<file path="config.mk">
export PLATFORM = sky130hd
export DESIGN_NAME = uart_rx_tx_ring_buffers_core_flat
export DESIGN_NICKNAME = d
export VERILOG_FILES = /design/src/design/urb_pkg.sv /design/src/design/urb_stream_if.sv /design/src/design/uart_rx_tx_ring_buffers_core.sv /design/src/design/urb_ring.sv /design/src/flat_wrapper.sv
export SDC_FILE = /design/constraint.sdc
export NUM_CORES = 2
export LEC_CHECK = 0
export BUFFER_PORTS_ARGS = -buffer_cell sky130_fd_sc_hd__buf_2
export CAP_MARGIN = 30
export CORE_MARGIN = 8
export CORE_UTILIZATION = 33
export DETAILED_ROUTE_END_ITERATION = 16
export RECOVER_POWER = 50
export SYNTH_ARGS = -nofsm -noshare
export SYNTH_HDL_FRONTEND = slang
export SYNTH_SLANG_ARGS = --single-unit
</file>
<file path="constraint.sdc">
create_clock -name clock -period 6.9 [get_ports clock]
set_clock_uncertainty 0.05 [all_clocks]
set_input_delay 1.38 -clock clock [delete_from_list [all_inputs] [get_ports clock]]
set_output_delay 1.38 -clock clock [all_outputs]
set_load 0.03 [all_outputs]
</file>
<file path="src/design/urb_pkg.sv">
// Shared types and constants for the serial-port receive and transmit ring buffers.
package urb_pkg;

   typedef enum logic [1:0] {
      OP_LINE_BYTE = 2'd0,
      OP_HOST_GET  = 2'd1,
      OP_HOST_PUT  = 2'd2,
      OP_TX_READY  = 2'd3
   } opcode_type;

   typedef enum logic [1:0] {
      SRC_NONE = 2'd0,
      SRC_RX   = 2'd1,
      SRC_TX   = 2'd2
   } data_src_type;

   localparam logic [2:0] ERR_NONE          = 3'd0;
   localparam logic [2:0] ERR_RING_OVERFLOW = 3'd4;

   typedef struct packed {
      opcode_type  opcode;
      logic [7:0]  data_byte;
      logic        frame_error;
      logic        data_overrun;
      logic        shifter_busy;
   } req_type;

   typedef struct packed {
      logic [7:0]  data_out;
      logic        data_valid;
      logic        put_accepted;
      logic        rx_data_ready;
      logic        tx_busy;
      logic [2:0]  rx_error;
      logic        tx_irq_enable;
   } rsp_type;

   typedef struct packed {
      logic empty;
      logic full;
      logic last_one;
   } ring_status_type;

endpackage

</file>
<file path="src/design/urb_stream_if.sv">
// Valid and ready channel that carries one payload per transaction.
interface urb_stream_if #(parameter type payload_type = logic) ();
   logic        valid;
   logic        ready;
   payload_type payload;

   modport source (output valid, output payload, input ready);
   modport sink (input valid, input payload, output ready);
endinterface

</file>
<file path="src/design/uart_rx_tx_ring_buffers_core.sv">
// Top level of the serial-port ring buffers: receive and transmit rings with host access.
//
// Each request is one of four operations: a received line byte, a host get, a host put
// or a transmitter-ready event. Every request yields exactly one response. A request is
// taken only while none is pending; on that edge the ring memory is read and the request's
// status is registered in the pending stage, from which the response moves into the output
// register once that register is empty or being taken. A new request waits until the
// pending one has moved on, but is accepted while a finished response still waits.
// Each ring holds one entry less than its depth. Ring memories need no clearing pass.
module uart_rx_tx_ring_buffers_core #(
   parameter int RX_DEPTH = 256,
   parameter int TX_DEPTH = 64
) (
   input  logic         clock,
   input  logic         reset,
   urb_stream_if.sink   req_chan,
   urb_stream_if.source rsp_chan
);
   import urb_pkg::*;

   req_type         req;
   logic            req_accept;
   logic            out_load;
   ring_status_type rx_stat;
   ring_status_type tx_stat;
   logic [7:0]      rx_rd_data;
   logic [7:0]      tx_rd_data;
   logic            rx_push;
   logic            rx_pop;
   logic            tx_push;
   logic            tx_pop;

   logic            pend_ff;
   logic            pend_in;
   data_src_type    pend_src_ff;
   data_src_type    pend_src_in;
   rsp_type         pend_rsp_ff;
   rsp_type         pend_rsp_in;
   logic [2:0]      last_error_ff;
   logic [2:0]      last_error_in;
   logic            tx_irq_ff;
   logic            tx_irq_in;
   logic            rsp_valid_ff;
   logic            rsp_valid_in;
   rsp_type         rsp_ff;
   rsp_type         rsp_in;

   assign req        = req_chan.payload;
   assign req_chan.ready = !pend_ff;
   assign req_accept = req_chan.valid && !pend_ff;
   assign out_load   = pend_ff && (!rsp_valid_ff || rsp_chan.ready);

   urb_ring #(.DEPTH(RX_DEPTH)) u_rx_ring (
      .clock     (clock),
      .reset     (reset),
      .push      (rx_push),
      .push_data (req.data_byte),
      .pop       (rx_pop),
      .stat      (rx_stat),
      .rd_data   (rx_rd_data)
   );

   urb_ring #(.DEPTH(TX_DEPTH)) u_tx_ring (
      .clock     (clock),
      .reset     (reset),
      .push      (tx_push),
      .push_data (req.data_byte),
      .pop       (tx_pop),
      .stat      (tx_stat),
      .rd_data   (tx_rd_data)
   );

   always_comb begin
      rx_push       = 1'b0;
      rx_pop        = 1'b0;
      tx_push       = 1'b0;
      tx_pop        = 1'b0;
      last_error_in = last_error_ff;
      tx_irq_in     = tx_irq_ff;
      pend_src_in   = SRC_NONE;
      pend_rsp_in   = '0;
      pend_rsp_in.rx_data_ready = !rx_stat.empty;
      pend_rsp_in.tx_busy       = !tx_stat.empty;
      unique case (req.opcode)
         OP_LINE_BYTE: begin
            pend_rsp_in.rx_data_ready = 1'b1;
            if (rx_stat.full) begin
               last_error_in = ERR_RING_OVERFLOW;
            end else begin
               rx_push       = req_accept;
               last_error_in = {1'b0, req.data_overrun, req.frame_error};
            end
         end
         OP_HOST_GET: begin
            if (!rx_stat.empty) begin
               rx_pop                    = req_accept;
               pend_src_in               = SRC_RX;
               pend_rsp_in.data_valid    = 1'b1;
               pend_rsp_in.rx_data_ready = !rx_stat.last_one;
            end
         end
         OP_HOST_PUT: begin
            pend_rsp_in.tx_busy = 1'b1;
            if (!tx_stat.full) begin
               tx_push                  = req_accept;
               tx_irq_in                = 1'b1;
               pend_rsp_in.put_accepted = 1'b1;
            end
         end
         OP_TX_READY: begin
            if (!tx_stat.empty) begin
               tx_pop                 = req_accept;
               pend_src_in            = SRC_TX;
               pend_rsp_in.data_valid = 1'b1;
               pend_rsp_in.tx_busy    = !tx_stat.last_one;
            end else begin
               tx_irq_in = 1'b0;
            end
         end
         default: begin
         end
      endcase
      pend_rsp_in.tx_busy       = pend_rsp_in.tx_busy || req.shifter_busy;
      pend_rsp_in.rx_error      = last_error_in;
      pend_rsp_in.tx_irq_enable = tx_irq_in;
   end

   always_comb begin
      pend_in      = req_accept || (pend_ff && !out_load);
      rsp_valid_in = out_load || (rsp_valid_ff && !rsp_chan.ready);
      rsp_in       = pend_rsp_ff;
      unique case (pend_src_ff)
         SRC_RX:   rsp_in.data_out = rx_rd_data;
         SRC_TX:   rsp_in.data_out = tx_rd_data;
         default:  rsp_in.data_out = 8'd0;
      endcase
   end

   always_ff @(posedge clock) begin
      if (reset) begin
         pend_ff       <= 1'b0;
         rsp_valid_ff  <= 1'b0;
         last_error_ff <= ERR_NONE;
         tx_irq_ff     <= 1'b0;
      end else begin
         pend_ff      <= pend_in;
         rsp_valid_ff <= rsp_valid_in;
         if (req_accept) begin
            last_error_ff <= last_error_in;
            tx_irq_ff     <= tx_irq_in;
         end
      end
   end

   always_ff @(posedge clock) begin
      if (req_accept) begin
         pend_src_ff <= pend_src_in;
         pend_rsp_ff <= pend_rsp_in;
      end
      if (out_load) begin
         rsp_ff <= rsp_in;
      end
   end

   assign rsp_chan.valid   = rsp_valid_ff;
   assign rsp_chan.payload = rsp_ff;

   a_get_reads_rx : assert property (@(posedge clock) disable iff (reset)
      req_accept && (req.opcode == OP_HOST_GET) && !rx_stat.empty
      |=> pend_ff && (pend_src_ff == SRC_RX))
      else $error("Host get on a non-empty receive ring did not select receive data.");

   a_put_sets_irq : assert property (@(posedge clock) disable iff (reset)
      rsp_valid_ff && rsp_ff.put_accepted |-> rsp_ff.tx_irq_enable && rsp_ff.tx_busy)
      else $error("Accepted put without transmit interrupt enable or busy status.");

   a_single_ring_op : assert property (@(posedge clock) disable iff (reset)
      !(rx_push && rx_pop) && !(tx_push && tx_pop) && !(rx_pop && tx_pop))
      else $error("Conflicting ring operations in one transaction.");

endmodule

</file>
<file path="src/design/urb_ring.sv">
// One ring buffer: head and tail pointers around a synchronous memory with registered read.
module urb_ring #(
   parameter int DEPTH = 64
) (
   input  logic                     clock,
   input  logic                     reset,
   input  logic                     push,
   input  logic [7:0]               push_data,
   input  logic                     pop,
   output urb_pkg::ring_status_type stat,
   output logic [7:0]               rd_data
);
   import urb_pkg::*;

   localparam int PTR_W = (DEPTH > 1) ? $clog2(DEPTH) : 1;
   localparam logic [PTR_W-1:0] LAST_PTR = PTR_W'(DEPTH - 1);

   logic [PTR_W-1:0] head_ff;
   logic [PTR_W-1:0] head_in;
   logic [PTR_W-1:0] tail_ff;
   logic [PTR_W-1:0] tail_in;
   logic [PTR_W-1:0] head_next;
   logic [PTR_W-1:0] tail_next;
   logic [7:0]       rd_data_ff;
   logic [7:0]       mem [DEPTH];

   assign head_next = (head_ff == LAST_PTR) ? '0 : head_ff + 1'b1;
   assign tail_next = (tail_ff == LAST_PTR) ? '0 : tail_ff + 1'b1;

   assign stat.empty    = (head_ff == tail_ff);
   assign stat.full     = (head_next == tail_ff);
   assign stat.last_one = (tail_next == head_ff);

   always_comb begin
      head_in = push ? head_next : head_ff;
      tail_in = pop ? tail_next : tail_ff;
   end

   always_ff @(posedge clock) begin
      if (reset) begin
         head_ff <= '0;
         tail_ff <= '0;
      end else begin
         head_ff <= head_in;
         tail_ff <= tail_in;
      end
   end

   always_ff @(posedge clock) begin
      if (push) begin
         mem[head_next] <= push_data;
      end
      if (pop) begin
         rd_data_ff <= mem[tail_next];
      end
   end

   assign rd_data = rd_data_ff;

endmodule

</file>
<file path="src/flat_wrapper.sv">
// flat-port wrapper written by rule: the top's interface ports become plain ports
module uart_rx_tx_ring_buffers_core_flat import urb_pkg::*;
#(
   parameter int RX_DEPTH = 256,
   parameter int TX_DEPTH = 64
)
  (clock, reset, req_chan_valid, req_chan_payload, req_chan_ready, rsp_chan_valid, rsp_chan_payload, rsp_chan_ready);
  urb_stream_if #(.payload_type(req_type)) req_chan_i ();
  urb_stream_if #(.payload_type(rsp_type)) rsp_chan_i ();
  input  logic clock;
  input  logic reset;
  input wire logic [$bits(req_chan_i.valid)-1:0] req_chan_valid;
  input wire logic [$bits(req_chan_i.payload)-1:0] req_chan_payload;
  output wire logic [$bits(req_chan_i.ready)-1:0] req_chan_ready;
  output wire logic [$bits(rsp_chan_i.valid)-1:0] rsp_chan_valid;
  output wire logic [$bits(rsp_chan_i.payload)-1:0] rsp_chan_payload;
  input wire logic [$bits(rsp_chan_i.ready)-1:0] rsp_chan_ready;
  assign req_chan_i.valid = req_chan_valid;
  assign req_chan_i.payload = req_chan_payload;
  assign req_chan_ready = req_chan_i.ready;
  assign rsp_chan_valid = rsp_chan_i.valid;
  assign rsp_chan_payload = rsp_chan_i.payload;
  assign rsp_chan_i.ready = rsp_chan_ready;
  uart_rx_tx_ring_buffers_core #(.RX_DEPTH(RX_DEPTH), .TX_DEPTH(TX_DEPTH)) u_core (.clock(clock), .reset(reset), .req_chan(req_chan_i), .rsp_chan(rsp_chan_i));
endmodule
</file>
======== After elaboration in Yosys (flattened, before gate mapping) ========
Memories as Yosys holds them, arrays and structs flattened. A register that Yosys moved wholly into a read port is not among the register bits.
Cells that the tools add are included.
storage, ports and cells
  register bits after elaboration ......... 60
  bits in latches ......................... 0
  memory bits (read-only) ................. 0
  output and inout port bits .............. 18
  memories kept ........................... 2
  word-level logic and storage cells ...... 93
  bits in writable memories ............... 2560
operators by class
  mux-type cells .......................... 33
  $lt $le $gt $ge ......................... 0
  add/subtract/negate cells ............... 4
  equal/unequal tests ..................... 15
  divide/modulo/power cells ............... 0
  $mul .................................... 0
  shift operators ......................... 0
  bitwise logic cells ..................... 0
  reductions and logical operators ........ 17
memory list
  name                  depth  width  rd ports  clocked after memory_dff  wr ports  line            source
  u_core.u_rx_ring.mem  256    8      1         1                         1         urb_ring.sv:25  logic [7:0] mem [DEPTH];
  u_core.u_tx_ring.mem  64     8      1         1                         1         urb_ring.sv:25
operator list
  cell                 count
  $eq 8x8->1           3
  $mux 1               20
  $eq 6x6->1           3
  $add 8x1->8 const B  2
  $eq 8x8->1 const B   2
  $mux 8               2
  $pmux 8 s2           1
  $add 6x1->6 const B  2
  $eq 6x6->1 const B   2
  $mux 6               2
  $logic_not 1->1      8
  $pmux 1 s2           4
  $eq 2x2->1 const B   3
  $mux 3               2
  $eq 2x1->1 const B   2
  $logic_and 1x1->1    4
  $logic_or 1x1->1     4
  $pmux 2 s2           1
  $logic_not 2->1      1
  $mux 2               1

======== Depth between registers and ports, before layout ========
  depth in word-level cells ............... 7
  mapped depth ............................ 16
  mapped depth without buffers ............ 9

======== By module ========
Synthesis repeated with hierarchy kept, for this count alone.
unflattened totals
  cells, all modules ...................... 6705
  area total of the unflattened synthesis .. 104875.6 µm²
modules (own cells, without submodules)
  module                        area each (µm²)  instances  cells an instance
  urb_ring (u_core.u_rx_ring)   82038.7          1          5025
  urb_ring (u_core.u_tx_ring)   21509.4          1          1577
  uart_rx_tx_ring_buffers_core  1327.5           1          103

======== Worst setup path after synthesis ========
Ideal clock, no wire load.
  path type ............................... input port to flip-flop
  from .................................... in req_chan_payload[11]
  to ...................................... mem u_core.u_rx_ring.mem[100][0], enable pin
  setup slack ............................. 3.140 ns
  data required time ...................... 6.480 ns
  stages .................................. 9
  buffers on the path ..................... 4
  data arrival time ....................... 3.340 ns
  cell sequence ........................... or2_2 -> clkbuf_1 -> nor2_1 -> and2_0 -> buf_2 -> buf_8 -> nand4_4 -> buf_2 -> nor2_1
on the way
  longest elaborated chain between the ends .. 4
ends and longest elaborated chain
  item                          line                                source
  start: declaration            flat_wrapper.sv:13                  input wire logic [$bits(req_chan_i.payload)-1:0] req_chan_payload;
  $logic_not 2->1               uart_rx_tx_ring_buffers_core.sv:84  unique case (req.opcode)
  $mux 1                        uart_rx_tx_ring_buffers_core.sv:84
  $mux 1                        urb_ring.sv:50                      if (push) begin
  $mux 1 (not written as such)  urb_ring.sv:51                      mem[head_next] <= push_data;
  end: declaration              urb_ring.sv:25
Every way passes these cells.

======== Worst setup path after layout ========
  from .................................... in req_chan_payload[4]
  to ...................................... mem u_core.u_rx_ring.mem[188][1] (data pin)
Straight into the memory's write port.

==> results.cfg <==
[outcome]
status = finished with violations
violations = capacitance limit, slew limit

[die]
start_util_pct = 33.2
die_width_um = 579
num_rows = 206
fp.dieH_um = 579
io_pins = 35
core_area_um2 = 315000
dieArea_um2 = 335000

[cells_and_area]
final_cell_mix = 2602 x edfxtp_1, 516 x mux4_2, 423 x nor2_1
final_nets = 5532
design_area_um2 = 118000
area_growth_pct = 13.1
fillers = 28500
drive_gt1_share_pct = 20.3
final_common_cell = edfxtp_1

[logic_synthesis]
synth_edf_count = 2602
synth_fp_nets = 5379
ys_async_sr_fraction_pct = 0
yosys_warnings = 0
synth.distinct_cells = 93
synth_cells = 5352
ys.flop_type = edfxtp_1
avgSynthCellArea_um2 = 19.5
syn_area_um2 = 104000
ys_seq_area_share_pct = 75.5
ys_ff_latch = 2636

[power_and_ir_drop]
p_int_w = 0.0263
p_clk_share_pct = 44.1
peakVddDrop_mv = 0.228
power_density_nw_per_um2 = 279
p_switching_w = 0.00668
leakagePower_nw = 35.3
p_comb_share_pct = 2.4
switching_share_pct = 20.3
seqPwrFrac_pct = 53.5
fin_total_pwr_w = 0.0330

[clock_network]
insertion_delay_ns = 0.84
cts_hold_buf = 0
clk_pin_slew_worst_paths_ns = 0.06
ctsRootBufferMaster = clkbuf_16
postCtsSetupRepairBufs = 0
cts_buffer_depth = 4
cts_tree = yes
cts_htree_levels = 5
numCtsBuffers = 267
cts_sinks = 2636
cts_resized = 0

[routing]
drtPass1Iterations = 6
wl_met2_um = 137000
wl_per_cell_um = 31.0
drc = 0
routedLengthMet1_um = 122000
ant_nets = 0
wirelength_um = 306000
vias_per_cell = 5.68
top_layer = met5
detail_route.iter0.violations = 7940
vias = 56000
wl_met3_um = 32600

[timing]
hold_violations = 0
maxSlewViolCount = 1200
worstMarginPinSlew_ns = 5.78
worst_slack_ns = 0.498
fmax_mhz = 156
finalCriticalPeriod_ns = 6.40
setup-tns-final_ns = 0
max_slew_margin_pct = -285
finalSetupViolations = 0
fin_crit_sh_pct = 92.8
rsz0062_at_grt = false

[setup_path]
slowest_stage = clkbuf_1
path_cells = clkbuf_1 > clkbuf_1
crit_fanout = 82
critPathMostFrequentCell = clkbuf_1
worstSetupPathType = input pin to flop
worst_setup_path_start_kind = input pin
critical_path.top_delay_family = buffers and inverters
cp.required_ns = 7.22
endpoint_kind = flop
worstPathArrival_ns = 6.72
worst_path_largest_cell_delay_ns = 3.68
crit_buf_inv = 2

[place]
placed_cell_area_um2 = 110000
hpwl_um = 186000
dp_slack_ns = 1.37
place_congestion = 0.906
port_buffers = 34

[global_route]
track_usage_pct = 17.7
overflow = 0
grt_max_degree = 156
grt_pass1_wl_um = 429000
first_global_vias = 54800
antenna_found_initial = 10

[flow_run]
cap_violations = 17

[min_path]
worstHoldPathType = flop to flop
## layer usage
layer  vias to the layer above  track usage [%]
met5                         -                0
met4                         2             7.06
met3                       634             4.07
met2                      3601             26.9
met1                     29600             24.5
li1                      22200                -
## area by class of cell
cell class,instances,area (um^2),share of cell area (%)
Sequential cell,2636,78800,66.7
Inverter,16,60.1,0.0508
Antenna cell,13,32.5,0.0275
Timing Repair Buffer,206,1820,1.54
Tap cell,4160,5200,4.41
Clock buffer,315,7050,5.97
Clock inverter,138,1510,1.27
Multi-Input combinational cell,2378,23600,20.0
## cell families (layout without fill, tap and decap cells)
kind of cell | Yosys count | in the layout | synth area share, %
adder cells (fa/ha/maj) | 10 | 10 | 0.120
multiplexers | 701 | 701 | 13.4
AND/OR/NAND/NOR | 1056 | 1056 | 4.57
XOR/XNOR | 70 | 70 | 0.601
buffers and inverters | 338 | 675 | 2.16
AO/OA/AOI/OAI | 541 | 541 | 3.64
flip-flops | 2636 | 2636 | 75.5
other | 0 | 13 | 0
## path summary, 6_finish.rpt
path	start	endpoint	slack (ns)	cells after the start
setup / recovery	req_chan_payload[4]	u_core.u_rx_ring.mem[188][1]$_DFFE_PP_	0.50	2
hold / removal	u_core.pend_rsp_ff[0]$_DFFE_PP_	u_core.rsp_chan.payload[0]$_DFFE_PP_	0.40	0
setup reg to reg	u_core.u_rx_ring.tail_ff[0]$_SDFFE_PP0P_	u_core.u_rx_ring.mem[14][2]$_DFFE_PP_	0.89	7
hold reg to reg	u_core.pend_rsp_ff[0]$_DFFE_PP_	u_core.rsp_chan.payload[0]$_DFFE_PP_	0.40	0
## power groups by stage
stage,combinational (W),clock [W],sequential [W]
after detailed placement,0.000805,0,0.0180
after global placement,0.000790,0,0.0180
final,0.000801,0.0145,0.0176
after CTS,0.000805,0.0147,0.0176
after floorplan,0.000328,0,0.0180
after global routing,0.000836,0.0153,0.0176
## synthesized netlist by cell type, drive strengths merged, types with 7 or more instances
master / count / area [um^2]
edfxtp: 2602 / 78100
mux4: 550 / 12500
nor2: 432 / 1640
nand2: 351 / 1320
buf: 188 / 1590
clkbuf: 134 / 614
mux2i: 134 / 1340
a21oi: 121 / 613
nand3: 106 / 543
a22oi: 93 / 698
nand4: 48 / 510
o22ai: 45 / 282
xnor2: 42 / 375
o21ai: 41 / 216
a31oi: 38 / 238
dfxtp: 34 / 681
nor3: 34 / 190
xor2: 28 / 253
a211oi: 27 / 203
a221oi: 26 / 240
o2111ai: 21 / 190
nor4: 20 / 131
mux2: 17 / 191
a22o: 16 / 140
o211ai: 15 / 113
and3: 14 / 88.8
inv: 14 / 52.6
nor2b: 14 / 87.6
a32oi: 12 / 105
ha: 10 / 125
a311oi: 9 / 78.8
o211a: 9 / 90.1
and2: 8 / 50.1
o221ai: 7 / 61.3
or3: 7 / 43.8
## per-stage QoR
stage,cells,hold slack [ns],util (%)
2_1_floorplan,5352,0.350,-
3_3_place_gp,9386,0.400,34.8
3_5_place_dp,9395,0.365,34.8
4_1_cts,9848,0.405,37.5
5_1_grt,9850,0.413,37.5
6_report,9862,0.400,37.5
## flip-flops by register name, summed over array words and instances (netlist names)
signal / flops
u_core.last_error_ff: 3
u_core.u_tx_ring.mem: 512
u_core.pend_src_ff: 2
u_core.u_tx_ring.head_ff: 6
u_core.u_rx_ring.tail_ff: 8
u_core.u_tx_ring.tail_ff: 6
u_core.u_rx_ring.head_ff: 8
u_core.tx_irq_ff: 1
u_core.pend_rsp_ff: 8
u_core.rsp_chan.payload: 16
u_core.pend_ff: 1
u_core.rsp_chan.valid: 1
u_core.u_rx_ring.mem: 2048
u_core.u_tx_ring.rd_data: 8
u_core.u_rx_ring.rd_data: 8
No activity file was read; power rests on OpenSTA's default activity.
